$ cat src/hw/rtl/line_follower_pd_drive_core_defines.svh
// ----------------------------------------------------------------------------
// Line follower PD drive core: assertion macros
// Shared assertion forms for the drive core. Each macro samples on clk and is
// disabled while rst is high.
// ----------------------------------------------------------------------------
`ifndef LINE_FOLLOWER_PD_DRIVE_CORE_DEFINES_SVH
`define LINE_FOLLOWER_PD_DRIVE_CORE_DEFINES_SVH

// Consequent must hold in the same cycle as the antecedent.
`define LFPD_ASSERT_NOW(label, ante, cons, msg) \
  label: assert property (@(posedge clk) disable iff (rst) (ante) |-> (cons)) \
    else $error(msg);

// Consequent must hold in the cycle after the antecedent.
`define LFPD_ASSERT_NEXT(label, ante, cons, msg) \
  label: assert property (@(posedge clk) disable iff (rst) (ante) |=> (cons)) \
    else $error(msg);

`endif

$ cat src/hw/rtl/lfpd_pkg.sv
// ----------------------------------------------------------------------------
// Line follower PD drive package
// Types, register codes, reset values and small helper functions shared by
// the drive core.
// ----------------------------------------------------------------------------
`default_nettype none

package lfpd_pkg;

  // Signed line error, as reported on the result port.
  typedef logic signed [6:0] err_t;
  // Signed weighted sensor sum, at most 150 in magnitude.
  typedef logic signed [8:0] sum_t;
  // Signed PD correction, at most about 5900 in magnitude.
  typedef logic signed [13:0] corr_t;
  // Signed motor drive value before the divide by four.
  typedef logic signed [14:0] drive_t;

  // Motor direction codes.
  typedef enum logic [1:0] {
    DIR_STOP = 2'd0,
    DIR_FWD  = 2'd1,
    DIR_REV  = 2'd2
  } dir_t;

  // Configuration register indexes.
  typedef enum logic [2:0] {
    CFG_SENSOR_WEIGHT  = 3'd0,
    CFG_GAIN_P         = 3'd1,
    CFG_GAIN_D         = 3'd2,
    CFG_BASE_POWER     = 3'd3,
    CFG_LOST_THRESHOLD = 3'd4,
    CFG_LOST_ERROR     = 3'd5
  } cfg_idx_t;

  // Turn request bits.
  localparam logic [1:0] TURN_NONE  = 2'd0;
  localparam logic [1:0] TURN_LEFT  = 2'd1;
  localparam logic [1:0] TURN_RIGHT = 2'd2;

  // Register reset values.
  localparam logic [3:0] SENSOR_WEIGHT_RST  = 4'd9;
  localparam logic [4:0] GAIN_P_RST         = 5'd9;
  localparam logic [4:0] GAIN_D_RST         = 5'd3;
  localparam logic [9:0] BASE_POWER_RST     = 10'd400;
  localparam logic [5:0] LOST_THRESHOLD_RST = 6'd35;
  localparam logic [5:0] LOST_ERROR_RST     = 6'd40;

  // Saturated motor duty limit.
  localparam logic [7:0] DUTY_MAX = 8'd255;

  // One motor command.
  typedef struct packed {
    dir_t       dir;
    logic [7:0] duty;
  } motor_t;

  // Magnitude of the position weight of a sensor: 4,3,2,1 on the left half
  // and 1,2,3,4 on the right half.
  function automatic logic [2:0] pos_weight_mag(input logic [2:0] idx);
    logic [2:0] mag;
    if (idx[2]) begin
      mag = idx - 3'd3;
    end else begin
      mag = 3'd4 - idx;
    end
    return mag;
  endfunction

  // Split a drive value into direction and a duty of |v|/4, saturated.
  function automatic motor_t motor_drive(input drive_t v);
    logic [14:0] uv;
    logic [14:0] mag;
    logic [12:0] q;
    motor_t      m;
    uv  = v;
    mag = v[14] ? (~uv + 15'd1) : uv;
    q   = mag[14:2];
    if (q == 13'd0) begin
      m.dir = DIR_STOP;
    end else if (v[14]) begin
      m.dir = DIR_REV;
    end else begin
      m.dir = DIR_FWD;
    end
    m.duty = (q > 13'(DUTY_MAX)) ? DUTY_MAX : q[7:0];
    return m;
  endfunction

endpackage

`default_nettype wire

$ cat src/hw/rtl/line_follower_pd_drive_core.sv
// ----------------------------------------------------------------------------
// Line follower PD drive core
// Turns one eight-bit line sensor sample into a line error, a sharp-turn
// report and two motor commands through a PD control law.
// ----------------------------------------------------------------------------
// One sample is worked on at a time. The sequencer walks the eight sensors one
// per cycle through a single weight accumulator, then runs a bit-serial
// restoring divider over the eight quotient bits, then uses one shared multiplier
// twice for the P and D terms. A sample with no active sensor skips the
// divider. If the previous result has not yet been taken the final drive
// step waits for the output register to free up. The result register lets
// the next sample enter while a finished result is still held.
// Configuration writes are always taken and should only be issued while idle.
`default_nettype none

`include "line_follower_pd_drive_core_defines.svh"

module line_follower_pd_drive_core (
  input  logic                clk,
  input  logic                rst,
  // Sample input channel
  input  logic                in_valid,
  output logic                in_stall,
  input  logic [7:0]          sensor_bits,
  // Result channel
  output logic                out_valid,
  input  logic                out_stall,
  output lfpd_pkg::err_t      line_error,
  output logic [1:0]          turn_request,
  output logic [1:0]          left_direction,
  output logic [7:0]          left_duty,
  output logic [1:0]          right_direction,
  output logic [7:0]          right_duty,
  // Configuration write channel
  input  logic                cfg_valid,
  output logic                cfg_ready,
  input  logic [2:0]          cfg_index,
  input  logic [9:0]          cfg_data
);

  import lfpd_pkg::*;

  // Sequencer states.
  typedef enum logic [7:0] {
    S_IDLE  = 8'b0000_0001,
    S_ACCUM = 8'b0000_0010,
    S_PREP  = 8'b0000_0100,
    S_DIV   = 8'b0000_1000,
    S_SIGN  = 8'b0001_0000,
    S_MUL_P = 8'b0010_0000,
    S_MUL_D = 8'b0100_0000,
    S_DRIVE = 8'b1000_0000
  } state_t;

  state_t      state;
  state_t      state_next;

  // Configuration registers.
  logic [3:0]  sensor_weight;
  logic [4:0]  gain_p;
  logic [4:0]  gain_d;
  logic [9:0]  base_power;
  logic [5:0]  lost_threshold;
  logic [5:0]  lost_error;

  // Controller state carried between items.
  err_t        last_position;
  err_t        previous_error;

  // Working registers of the current item.
  logic [7:0]  sens;
  logic [1:0]  turn;
  logic [2:0]  idx;
  sum_t        sum;
  logic [3:0]  cnt;
  logic        neg;
  logic [7:0]  quo;
  logic [3:0]  rem;
  err_t        err;
  corr_t       corr;

  logic        in_take;
  logic        out_take;
  logic        out_load;
  logic        cfg_take;
  logic [1:0]  turn_now;

  assign in_take  = in_valid && !in_stall;
  assign out_take = out_valid && !out_stall;
  assign cfg_take = cfg_valid && cfg_ready;
  assign in_stall = (state != S_IDLE);
  assign cfg_ready = 1'b1;
  assign out_load = (state == S_DRIVE) && !(out_valid && out_stall);

  // Sharp-turn patterns on the incoming sample.
  always_comb begin
    turn_now = TURN_NONE;
    if (sensor_bits[0] && sensor_bits[2]) begin
      turn_now = turn_now | TURN_LEFT;
    end
    if (sensor_bits[7] && sensor_bits[5]) begin
      turn_now = turn_now | TURN_RIGHT;
    end
  end

  // Weight accumulator: one sensor per cycle.
  logic [6:0]  term_mag;
  sum_t        term;
  sum_t        sum_next;
  logic [3:0]  cnt_next;

  always_comb begin
    term_mag = 7'({4'b0, pos_weight_mag(idx)} * {3'b0, sensor_weight});
    term     = idx[2] ? sum_t'({2'b0, term_mag}) : -sum_t'({2'b0, term_mag});
    sum_next = sum;
    cnt_next = cnt;
    if (sens[idx]) begin
      sum_next = sum + term;
      cnt_next = cnt + 4'd1;
    end
  end

  // Divider setup and lost-line error.
  logic [8:0]  sum_u;
  logic [7:0]  sum_abs;
  logic signed [7:0] lp_ext;
  logic signed [7:0] thr_ext;
  err_t        lost_val;

  always_comb begin
    sum_u   = sum;
    sum_abs = sum[8] ? 8'(~sum_u + 9'd1) : sum_u[7:0];
    lp_ext  = 8'(last_position);
    thr_ext = $signed({2'b0, lost_threshold});
    if (lp_ext < -thr_ext) begin
      lost_val = -err_t'({1'b0, lost_error});
    end else if (lp_ext > thr_ext) begin
      lost_val = err_t'({1'b0, lost_error});
    end else begin
      lost_val = '0;
    end
  end

  // Restoring divider step: one quotient bit per cycle.
  logic [4:0]  trial;
  logic        fits;
  logic [3:0]  rem_next;
  logic [7:0]  quo_next;
  err_t        quo_signed;

  always_comb begin
    trial      = {rem, quo[7]};
    fits       = (trial >= {1'b0, cnt});
    rem_next   = fits ? 4'(trial - {1'b0, cnt}) : trial[3:0];
    quo_next   = {quo[6:0], fits};
    quo_signed = neg ? -err_t'(quo[6:0]) : err_t'(quo[6:0]);
  end

  // Shared multiplier for the P and D terms.
  logic [4:0]  mul_a;
  logic signed [7:0] mul_b;
  corr_t       product;

  always_comb begin
    if (state == S_MUL_D) begin
      mul_a = gain_d;
      mul_b = 8'(err) - 8'(previous_error);
    end else begin
      mul_a = gain_p;
      mul_b = 8'(err);
    end
    product = $signed({1'b0, mul_a}) * mul_b;
  end

  // Motor values.
  drive_t      base_ext;
  drive_t      corr_ext;
  motor_t      left_cmd;
  motor_t      right_cmd;

  always_comb begin
    base_ext  = $signed({5'b0, base_power});
    corr_ext  = drive_t'(corr);
    left_cmd  = motor_drive(base_ext + corr_ext);
    right_cmd = motor_drive(base_ext - corr_ext);
  end

  // Sequencer next state.
  always_comb begin
    state_next = state;
    unique case (state)
      S_IDLE: begin
        if (in_take) begin
          state_next = S_ACCUM;
        end
      end
      S_ACCUM: begin
        if (idx == 3'd7) begin
          state_next = S_PREP;
        end
      end
      S_PREP: begin
        state_next = (cnt == 4'd0) ? S_MUL_P : S_DIV;
      end
      S_DIV: begin
        if (idx == 3'd7) begin
          state_next = S_SIGN;
        end
      end
      S_SIGN: begin
        state_next = S_MUL_P;
      end
      S_MUL_P: begin
        state_next = S_MUL_D;
      end
      S_MUL_D: begin
        state_next = S_DRIVE;
      end
      S_DRIVE: begin
        if (out_load) begin
          state_next = S_IDLE;
        end
      end
      default: begin
        state_next = S_IDLE;
      end
    endcase
  end

  // Control state, configuration and carried controller state.
  always_ff @(posedge clk) begin
    if (rst) begin
      state          <= S_IDLE;
      out_valid      <= 1'b0;
      sensor_weight  <= SENSOR_WEIGHT_RST;
      gain_p         <= GAIN_P_RST;
      gain_d         <= GAIN_D_RST;
      base_power     <= BASE_POWER_RST;
      lost_threshold <= LOST_THRESHOLD_RST;
      lost_error     <= LOST_ERROR_RST;
      last_position  <= '0;
      previous_error <= '0;
    end else begin
      state <= state_next;

      // Result register handshake.
      if (out_load) begin
        out_valid <= 1'b1;
      end else if (out_take) begin
        out_valid <= 1'b0;
      end

      // Register writes; unknown indexes are dropped.
      if (cfg_take) begin
        case (cfg_idx_t'(cfg_index))
          CFG_SENSOR_WEIGHT:  sensor_weight  <= cfg_data[3:0];
          CFG_GAIN_P:         gain_p         <= cfg_data[4:0];
          CFG_GAIN_D:         gain_d         <= cfg_data[4:0];
          CFG_BASE_POWER:     base_power     <= cfg_data[9:0];
          CFG_LOST_THRESHOLD: lost_threshold <= cfg_data[5:0];
          CFG_LOST_ERROR:     lost_error     <= cfg_data[5:0];
          default: begin
          end
        endcase
      end

      // A sharp turn resets the controller memory.
      if (in_take && (turn_now != TURN_NONE)) begin
        last_position  <= '0;
        previous_error <= '0;
      end else if (state == S_SIGN) begin
        last_position <= quo_signed;
      end else if (state == S_MUL_D) begin
        previous_error <= err;
      end
    end
  end

  // Datapath registers of the current item and the result register.
  always_ff @(posedge clk) begin
    unique case (state)
      S_IDLE: begin
        if (in_take) begin
          sens <= sensor_bits;
          turn <= turn_now;
          idx  <= '0;
          sum  <= '0;
          cnt  <= '0;
        end
      end
      S_ACCUM: begin
        sum <= sum_next;
        cnt <= cnt_next;
        idx <= idx + 3'd1;
      end
      S_PREP: begin
        neg <= sum[8];
        quo <= sum_abs;
        rem <= '0;
        idx <= '0;
        err <= lost_val;
      end
      S_DIV: begin
        quo <= quo_next;
        rem <= rem_next;
        idx <= idx + 3'd1;
      end
      S_SIGN: begin
        err <= quo_signed;
      end
      S_MUL_P: begin
        corr <= product;
      end
      S_MUL_D: begin
        corr <= corr + product;
      end
      S_DRIVE: begin
        if (out_load) begin
          line_error      <= err;
          turn_request    <= turn;
          left_direction  <= left_cmd.dir;
          left_duty       <= left_cmd.duty;
          right_direction <= right_cmd.dir;
          right_duty      <= right_cmd.duty;
        end
      end
      default: begin
      end
    endcase
  end

  // Checks on the sequencer and datapath.
  `LFPD_ASSERT_NEXT(a_take_starts_accum, in_take, state == S_ACCUM, "accepted item did not start accumulation")
  `LFPD_ASSERT_NOW(a_div_rem_bound, state == S_DIV, rem < cnt, "divider remainder reached the divisor")
  `LFPD_ASSERT_NOW(a_err_in_range, state == S_MUL_P, err != -7'sd64, "line error left its range")
  `LFPD_ASSERT_NOW(a_result_from_drive, $rose(out_valid), $past(state) == S_DRIVE, "result appeared outside the drive step")

endmodule

`default_nettype wire
$ cat config.mk
export PLATFORM = sky130hd
export DESIGN_NAME = line_follower_pd_drive_core
export DESIGN_NICKNAME = d
export VERILOG_FILES = /design/src/hw/rtl/lfpd_pkg.sv /design/src/hw/rtl/line_follower_pd_drive_core.sv
export VERILOG_INCLUDE_DIRS = /design/src /design/src/hw/rtl
export SDC_FILE = /design/constraint.sdc
export NUM_CORES = 1
export LEC_CHECK = 0
export ABC_AREA = 1
export BUFFER_PORTS_ARGS = -buffer_cell sky130_fd_sc_hd__buf_2
export CORE_MARGIN = 5
export CORE_UTILIZATION = 60
export CTS_CLUSTER_DIAMETER = 100
export CTS_CLUSTER_SIZE = 20
export DETAILED_ROUTE_END_ITERATION = 10
export PLACE_DENSITY = 0.85
export SLEW_MARGIN = 25
export SYNTH_ARGS = -nofsm -noshare
export SYNTH_HDL_FRONTEND = slang
export SYNTH_SLANG_ARGS = --single-unit
$ cat constraint.sdc
create_clock -name clk -period 13.2 [get_ports clk]
set_input_delay 0.66 -clock clk [delete_from_list [all_inputs] [get_ports clk]]
set_output_delay 0.66 -clock clk [all_outputs]
set_load 0.02 [all_outputs]
* Word level (Yosys, flattened, before mapping)
Index checks and enable logic that the tools add are counted.
** Storage, ports and cells
- Register bits :: 148
- Word-level logic and storage cells :: 147
- Output and inout bits :: 32
- Input bits :: 26
** Operators by class
- Bitwise logic cells :: 4
- Multiplexer cells :: 37
- Eq/ne operators :: 20
- Magnitude comparators :: 6
- Add/subtract/negate cells :: 17
- $mul :: 2
- Reductions and logical operators :: 35
** Operator list (count)
- $pmux 8 s8 :: 1
- $mux 8 :: 6
- $add 15x1->15 const B :: 2
- $mux 15 :: 2
- $not 15->15 :: 2
- $pmux 14 s2 :: 1
- $mux 9 :: 3
- $gt 13x8->1 const B :: 2
- $logic_not 13->1 :: 2
- $reduce_and 2->1 :: 10
- $pmux 9 s2 :: 1
- $pmux 4 s2 :: 2
- $pmux 8 s2 :: 1
- $add 11x14->15 :: 1
- $sub 11x14->15 :: 1
- $add 14x14->14 :: 1
- $mul 6x8->14 :: 1
- $mux 7 :: 2
- $pmux 7 s2 :: 1
- $mux 4 :: 3
- $mux 6 :: 2
- $reduce_bool 2->1 :: 6
- $ne 2x2->1 const B :: 5
- $add 9x9->9 :: 1
- 44 further kinds :: 62

* Depth between registers and ports, before layout
Gate-level depths: netlist of run 1.
- Word-level depth :: 8
- Mapped depth :: 36
- Depth with buffers taken out :: 36

* Worst setup path before layout of run 1
Ideal clock, no wire load.
- Path type :: flip-flop to flip-flop
- Start point :: register err[2]
- End point :: register corr[13], data pin
- Slack :: 7.021 ns
- Path buffers :: 0
- Arrival :: 5.913 ns
- Required time :: 12.935 ns
- Cell stages (with the launch flop) :: 33
- Setup time :: 0.265 ns
- Clock period less this slack :: 6.179 ns
- Path through :: edfxtp_1 ha_1 a21oi_1 nand2_1 nand2_1 nand2_1 a21oi_1 nor2_1 o41ai_1 nand2_1 nor2_1 inv_1 fa_1 inv_1 fa_1 inv_1 fa_1 inv_1 ha_1 nand2_1 o21ai_0 a21oi_1 o21bai_1 xor2_1 inv_1 ha_1 a21oi_1 o21ai_0 a21oi_1 o21ai_0 a21oi_1 o21ai_0 xor2_1
** On the way
- Word-level cells in the longest chain between the ends :: 5
** Ends and longest elaborated chain
- start: declaration :: line line_follower_pd_drive_core.sv:79 : err_t err;
- start signal: assignment :: line line_follower_pd_drive_core.sv:301 : err <= lost_val;
- start signal: assignment :: line line_follower_pd_drive_core.sv:309 : err <= quo_signed;
- $sub 7x7->8 :: line line_follower_pd_drive_core.sv:167 : mul_b = 8'(err) - 8'(previous_error);
- $mux 8 (*) :: line line_follower_pd_drive_core.sv:165 : if (state == S_MUL_D) begin
- $mul 6x8->14 (*) :: line line_follower_pd_drive_core.sv:172 : product = $signed({1'b0, mul_a}) * mul_b;
- $add 14x14->14 :: line line_follower_pd_drive_core.sv:315 : corr <= corr + product;
- $pmux 14 s2 (*) :: line line_follower_pd_drive_core.sv:281 : unique case (state)
- end signal: assignment :: line line_follower_pd_drive_core.sv:312 : corr <= product;
- end signal: assignment :: line line_follower_pd_drive_core.sv:315
- end: declaration :: line line_follower_pd_drive_core.sv:80 : corr_t corr;
Every way passes the cells marked *; elsewhere a longest branch is shown, timed or not.
A chain may end at the register's enable or synchronous reset.

* Worst setup path in the final report of run 1
Ends and elaborated chain as after synthesis.

==> results of run 1 <==
[synthesized netlist by cell type (5+ instances only)]
cell      count
a21oi_1      92
ha_1        107
fa_1         34
dfxtp_1      59
nor2_2        7
nand3_1      92
nand4_1      23
or2_2         6
nor2_1      160
o21bai_1      6
nand2_1     346
nor3_1       16
inv_2         6
buf_6         5
xor2_1       40
nand3b_1      5
o21ai_0      95
edfxtp_1     89
nand2_2      15
o211ai_1     10
nand3_2       5
inv_1       255
xnor2_1      14
clkbuf_1     14
nand2_4       7
[power groups by stage]
stage | Sequential, mW | Clock [mW] | Combinational, mW
after global placement | 0.600 | 0 | 0.679
after floorplan | 0.590 | 0 | 0.559
after global routing | 0.599 | 0.513 | 0.816
final | 0.594 | 0.488 | 0.715
after detailed placement | 0.602 | 0 | 0.704
after CTS | 0.593 | 0.488 | 0.713
[cell families after synthesis]
logic type      synth area share, %
mux                           0.168
fa+ha+maj                      16.9
simple gates                   25.8
other cells                  0.0314
compound gates                 11.0
xor+xnor                       4.10
flops                          32.3
buf+inv                        9.70
[through the flow]
stage                     hold slack, ns  cell area (um^2)  setup WS, ns  power [mW]  util [%]
after detailed placement           0.413             12400          6.47        1.31      63.6
after CTS                          0.387             13000          6.33        1.79      66.6
after floorplan                    0.400             11900          7.02        1.15         -
after global routing               0.382             13000          5.63        1.93      66.6
final                              0.394             13000          6.27        1.80      66.6
after global placement             0.402             12400          6.67        1.28      63.6
[layout make-up]
cell class,instances,area (um^2)
clock buffer,20,468
clock inverter,12,118
fill,1618,6520
inverter,264,998
multi-input combinational,1130,6930
sequential,148,3850
tap,265,332
timing repair buffer,60,310
[worst register-to-register path, delay by kind of cell, from the launching register on]
kind	cells	cell delay [ns]
DFF	1	0.43
adders and majority gates	6	2.65
xor gates and xnor gates	2	0.34
and+or+nand+nor	7	0.86
buffers and inverters	5	0.33
AOI/OAI and AO/OA	12	2.07
[routing by layer]
metal / up-vias / global-route usage (%) / part of all wire [%]
li1: 5198 / - / -
met1: 4808 / 29.8 / 40
met2: 370 / 47.8 / 51
met3: 91 / 4.73 / 5.7
met4: 0 / 12.1 / 4.1
met5: - / 0 / 0
[worst max path at each step]
| stage | startpoint | to | slack, ns | cells past startpoint |
|---|---|---|---|---|
| floorplan | err[2] | corr[13] | 7.02 | 32 |
| global placement | err[2] | corr[13] | 6.67 | 32 |
| detailed placement | err[2] | corr[13] | 6.47 | 32 |
| CTS | err[2] | corr[13] | 6.33 | 32 |
| global route | err[2] | corr[13] | 5.63 | 32 |
| finish | err[2] | corr[13] | 6.27 | 32 |
[sequential cells by signal, summed over array words and instances (netlist names), 5 cells and up]
register / count
corr: 14
base_power: 10
sum: 9
left_duty: 8
quo: 8
right_duty: 8
sens: 8
state: 8
err: 7
last_position: 7
line_error: 7
previous_error: 7
lost_error: 6
lost_threshold: 6
gain_d: 5
gain_p: 5
==> reports/qor.yml, run 1 <==
synthesis:
  syn_nets: 1736
  ys_warn_count: 0
  syn_area_per_cell_um2: 7.61
  synthFlopType: "edfxtp_1"
  syn_inst: 1569
  yosys.area.top_type: "edfxtp_1"
  ys_top_cells_by_area: "edfxtp_1, ha_1, nand2_1"
  ys_seq_area_share_pct: 32.3
  synth_top_area_share_pct: 22.4
  ys_types: 54
  ys_ff_latch: 148
  synth-edff-count: 89
  netlist_area_um2: 11900
  async_reset_ff_share_pct: 0
worst_hold_path:
  hold_depth: 1
  whs_endpoint: "sens[6]"
  hp-class: "input port to register"
  min_from: "sensor_bits[6]"
die:
  coreArea_um2: 19500
  start_util_pct: 61.1
  fp.dieH_um: 151
  dieArea_um2: 22800
  rows: 51
  dieWidth_um: 151
  io_pins: 58
cts:
  htreeDepth: 4
  cts.sinks: 148
  cts_resized: 0
  clk_latency_ns: 0.44
  holdBufCountCts: 0
  cts_tree: "done"
  cts-root-buf: "clkbuf_16"
  cts_setup_buffers: 0
  clk_path_buf_depth: 2
  cts_buffers: 17
  cts.reportedPaths.clkPinSlew_ns: 0.06
power_and_ir_drop:
  p_per_area_nw_per_um2: 138
  p_sw_share_pct: 38.9
  irDropWorstVdd_mv: 0.225
  p_leak_nw: 6.29
  p_clk_share_pct: 27.2
  p_sw_mw: 0.699
  pwr-share-comb_pct: 39.8
  seqPwrFrac_pct: 33.1
  p_int_mw: 1.10
critical_path:
  max_stage_delay_ns: 0.55
  critPathMaxFanout: 6
  required_ns: 13.38
  start_kind: "register"
  reg2reg_depth: 32
  r2r_end: "corr[13]"
  end_kind: "register"
  r2r-start: "err[2]"
  critPathKind: "register to register"
  reg2reg_slack_ns: 6.27
  critPathSlowestCell: "fa_1"
  path_delay_family: "adder cells"
  arrival_ns: 7.10
  cp_common_cell: "a21oi_1"
  path_buf_inv: 5
sta:
  timing.final.crit_share_pct: 52.5
  setup_tns_ns: 0
  min_period_ns: 6.93
  slew_violations: 0
  rsz0062_at_grt: "false"
  maxSlewHeadroom_pct: 42.0
  worstMarginPinSlew_ns: 0.867
  finClkSkew_ns: 0.00898
  setup_violations: 0
  final_hold_viol_count: 0
  fmax_ghz: 0.144
grt:
  grt_pass1_wl_um: 47600
  grt_max_degree: 41
  antenna_found_initial: 0
  grt_overflow_total: 0
  grt_use_total_pct: 26.3
  grt_pass1_vias: 10454
final_layout:
  nNetsFinal: 1788
  n_antenna_cell: 0
  mostFrequentLayoutCells: "nand2_1, inv_1, nor2_1, ha_1, o21ai_0"
  mostFrequentLayoutCell: "nand2_1"
  fin_cells: 1899
  drive_gt1_share_pct: 9.36
  area_growth_pct: 8.97
route:
  wl_per_cell_um: 15.1
  drc: 0
  num_vias: 10467
  drtAntennaViolNets: 0
  drt_iter0_drc: 732
  vias_per_cell: 5.51
  finalWirelength_um: 28600
  dr.pass1.iters: 8
place:
  io_buffer_count: 56
  placedCellCount: 1867
  dpl.hpwl_um: 22200
  globalplace.congestion: 0.926
status:
  outcome: "finished, final reports clean"
flow_run:
  max_cap_viol_count: 0
Note: power is estimated with default switching activity, not from simulation.
==> run 2, diff against run 1 <==
- CORE_UTILIZATION: 60 -> 57
- clock period: 13.2 -> 5.77 ns (I/O delays scaled with it)
==> reports/qor.yml, run 2 (synthesis results as in run 1) <==
status:
  outcome: "finished with violations"
  violations: "setup timing"
grt:
  grt_overflow_total: 0  # unchanged
  met1_usage_pct: 28.4  # -1.4 points
  use_met2_pct: 46.8  # -1.0 points
  grt_pass1_wl_um: 48800  # +2.5%
  grt_pass1_vias: 10732  # +2.7%
  antenna_found_initial: 0  # unchanged
  grt_max_degree: 41  # unchanged
  grt_use_total_pct: 24.8  # -1.5 points
  grt_use_met3_pct: 3.69  # -1.0 points
  busiest_layer: "met2"
sta:
  setup_violations: 4  # +4
  final_hold_viol_count: 0  # unchanged
  worstMarginPinSlew_ns: 0.834  # -0.0331 ns
  slew_violations: 0  # unchanged
  setup_tns_ns: -0.702  # -0.702 ns
  timing.final.crit_share_pct: 104  # +52 points
  setup_ws_ns: -0.245  # -6.52 ns
  maxSlewHeadroom_pct: 44.2  # +2.2 points
  min_period_ns: 6.01  # -0.911 ns
  rsz0062_at_grt: "true"
  finClkSkew_ns: 0.00997  # +0.000985 ns
  fmax_ghz: 0.166  # +15%
power_and_ir_drop:
  irDropWorstVdd_mv: 0.504  # +120%
  p_per_area_nw_per_um2: 320  # +130%
  p_leak_nw: 6.68  # +6.3%
place:
  dp_slack_ns: -0.309  # -6.78 ns
  postPlaceCellArea_um2: 13000  # +4.3%
  dpl.hpwl_um: 22300  # +0.46%
  placedCellCount: 1934  # +3.6%
  globalplace.congestion: 0.935  # +0.97%
  io_buffer_count: 56  # unchanged
cts:
  htreeDepth: 4  # unchanged
  cts.reportedPaths.clkPinSlew_ns: 0.07  # about the same
  clk_latency_ns: 0.43  # about the same
  cts_buffers: 17  # unchanged
  cts-root-buf: "clkbuf_16"
  holdBufCountCts: 0  # unchanged
  cts.sinks: 148  # unchanged
  cts_tree: "done"
  clk_path_buf_depth: 2  # unchanged
final_layout:
  reg.largest.list: "corr x14, base_power x10, sum x9"
  nFillCells: 1582  # -2.2%
  drive_gt1_share_pct: 17.7  # +8.4 points
  mostFrequentLayoutCell: "nand2_1"
  fin_cells: 1984  # +4.5%
  stdcell_area_um2: 14000  # +7.8%
  area_growth_pct: 17.5
  regMostFlops: "corr"
  mostFrequentLayoutCells: "nand2_1, inv_1, nor2_1, ha_1"
  nNetsFinal: 1863  # +4.2%
  n_antenna_cell: 0  # unchanged
  largest_register_ffs: 14  # unchanged
route:
  finalWirelength_um: 29800  # +4.3%
  vias_per_cell: 5.46  # -1.0%
  dr.pass1.iters: 5  # -3
  drt_iter0_drc: 751  # +2.6%
  num_vias: 10825  # +3.4%
  wl_per_cell_um: 15.0  # -0.13%
  drc: 0  # unchanged
  drtAntennaViolNets: 0  # unchanged
worst_hold_path:
  hold_depth: 1  # unchanged
  hp-class: "input port to register"
  min_from: "sensor_bits[4]"
critical_path:
  end_kind: "register"
  cp-startpoint: "err[0]"
  required_ns: 5.96  # -7.42 ns
  start_kind: "register"
  max_stage_delay_ns: 0.54  # about the same
  reg2reg_depth: 34  # +6.3%
  critPathKind: "register to register"
  arrival_ns: 6.20  # -0.90 ns
  r2r-start: "err[0]"
  critPathMaxFanout: 5  # -1
  critPathSlowestCell: "fa_1"
die:
  fp.dieH_um: 155  # +2.4%
  dieArea_um2: 23900  # +4.9%
  io_pins: 58  # unchanged
  start_util_pct: 57.3  # -3.8 points
  rows: 53  # +3.9%
  coreArea_um2: 20800  # +6.6%
  dieWidth_um: 155  # +2.4%
flow_run:
  max_cap_viol_count: 0  # unchanged
-- run 2: final timing paths --
kind	endpoint	slack (ns)
setup / recovery	corr[13]	-0.24
hold reg to reg	turn_request[0]	0.42
hold / removal	sens[4]	0.03
setup reg to reg	corr[13]	-0.24
-- run 2: through the flow --
step / hold WS (ns) / total power [mW] / utilization (%)
floorplan: 0.358 / 2.65 / -
global placement: 0.404 / 3.03 / 62.2
detailed placement: 0.420 / 3.12 / 62.2
CTS: 0.0219 / 4.38 / 66.5
global route: 0.0193 / 4.78 / 67.3
finish: 0.0276 / 4.49 / 67.3
-- run 2: power breakdown --
part           switching (mW)  total, mW  internal (mW)  leakage, nW
registers              0.0880       1.36           1.27         1.29
logic                    1.17       1.98          0.806         5.10
clock network           0.470       1.16          0.686        0.297
total                    1.73       4.49           2.76         6.68
-- run 2: critical path, delay by kind of cell (launching register included) --
kind / cells / cell delay [ns]
buf+inv: 8 / 0.62
compound gates: 12 / 1.49
xor+xnor: 3 / 0.42
fa+ha+maj: 7 / 2.51
simple gates: 4 / 0.33
flops: 1 / 0.41
-- run 2: layer usage --
metal  vias to the layer above  wire [um]
met5                         -          0
met4                         0        821
met3                        81       1550
met2                       344      15400
met1                      5049      12000
li1                       5351          -
-- run 2: what timing repair did --
item,in CTS,in global routing
gates cloned,0,0
buffers inserted,11,8
resized for setup,50,33
pin swaps,51,27
endpoints found under the setup margin,5,7
-- run 2: final cells by class --
class / count / area, um^2 / area share (%)
Tap cell: 275 / 344 / 2.45
Timing Repair Buffer: 135 / 881 / 6.28
Clock inverter: 14 / 174 / 1.24
Multi-Input combinational cell: 1130 / 7340 / 52.3
Sequential cell: 148 / 3850 / 27.5
Inverter: 264 / 1000 / 7.15
Clock buffer: 18 / 429 / 3.06
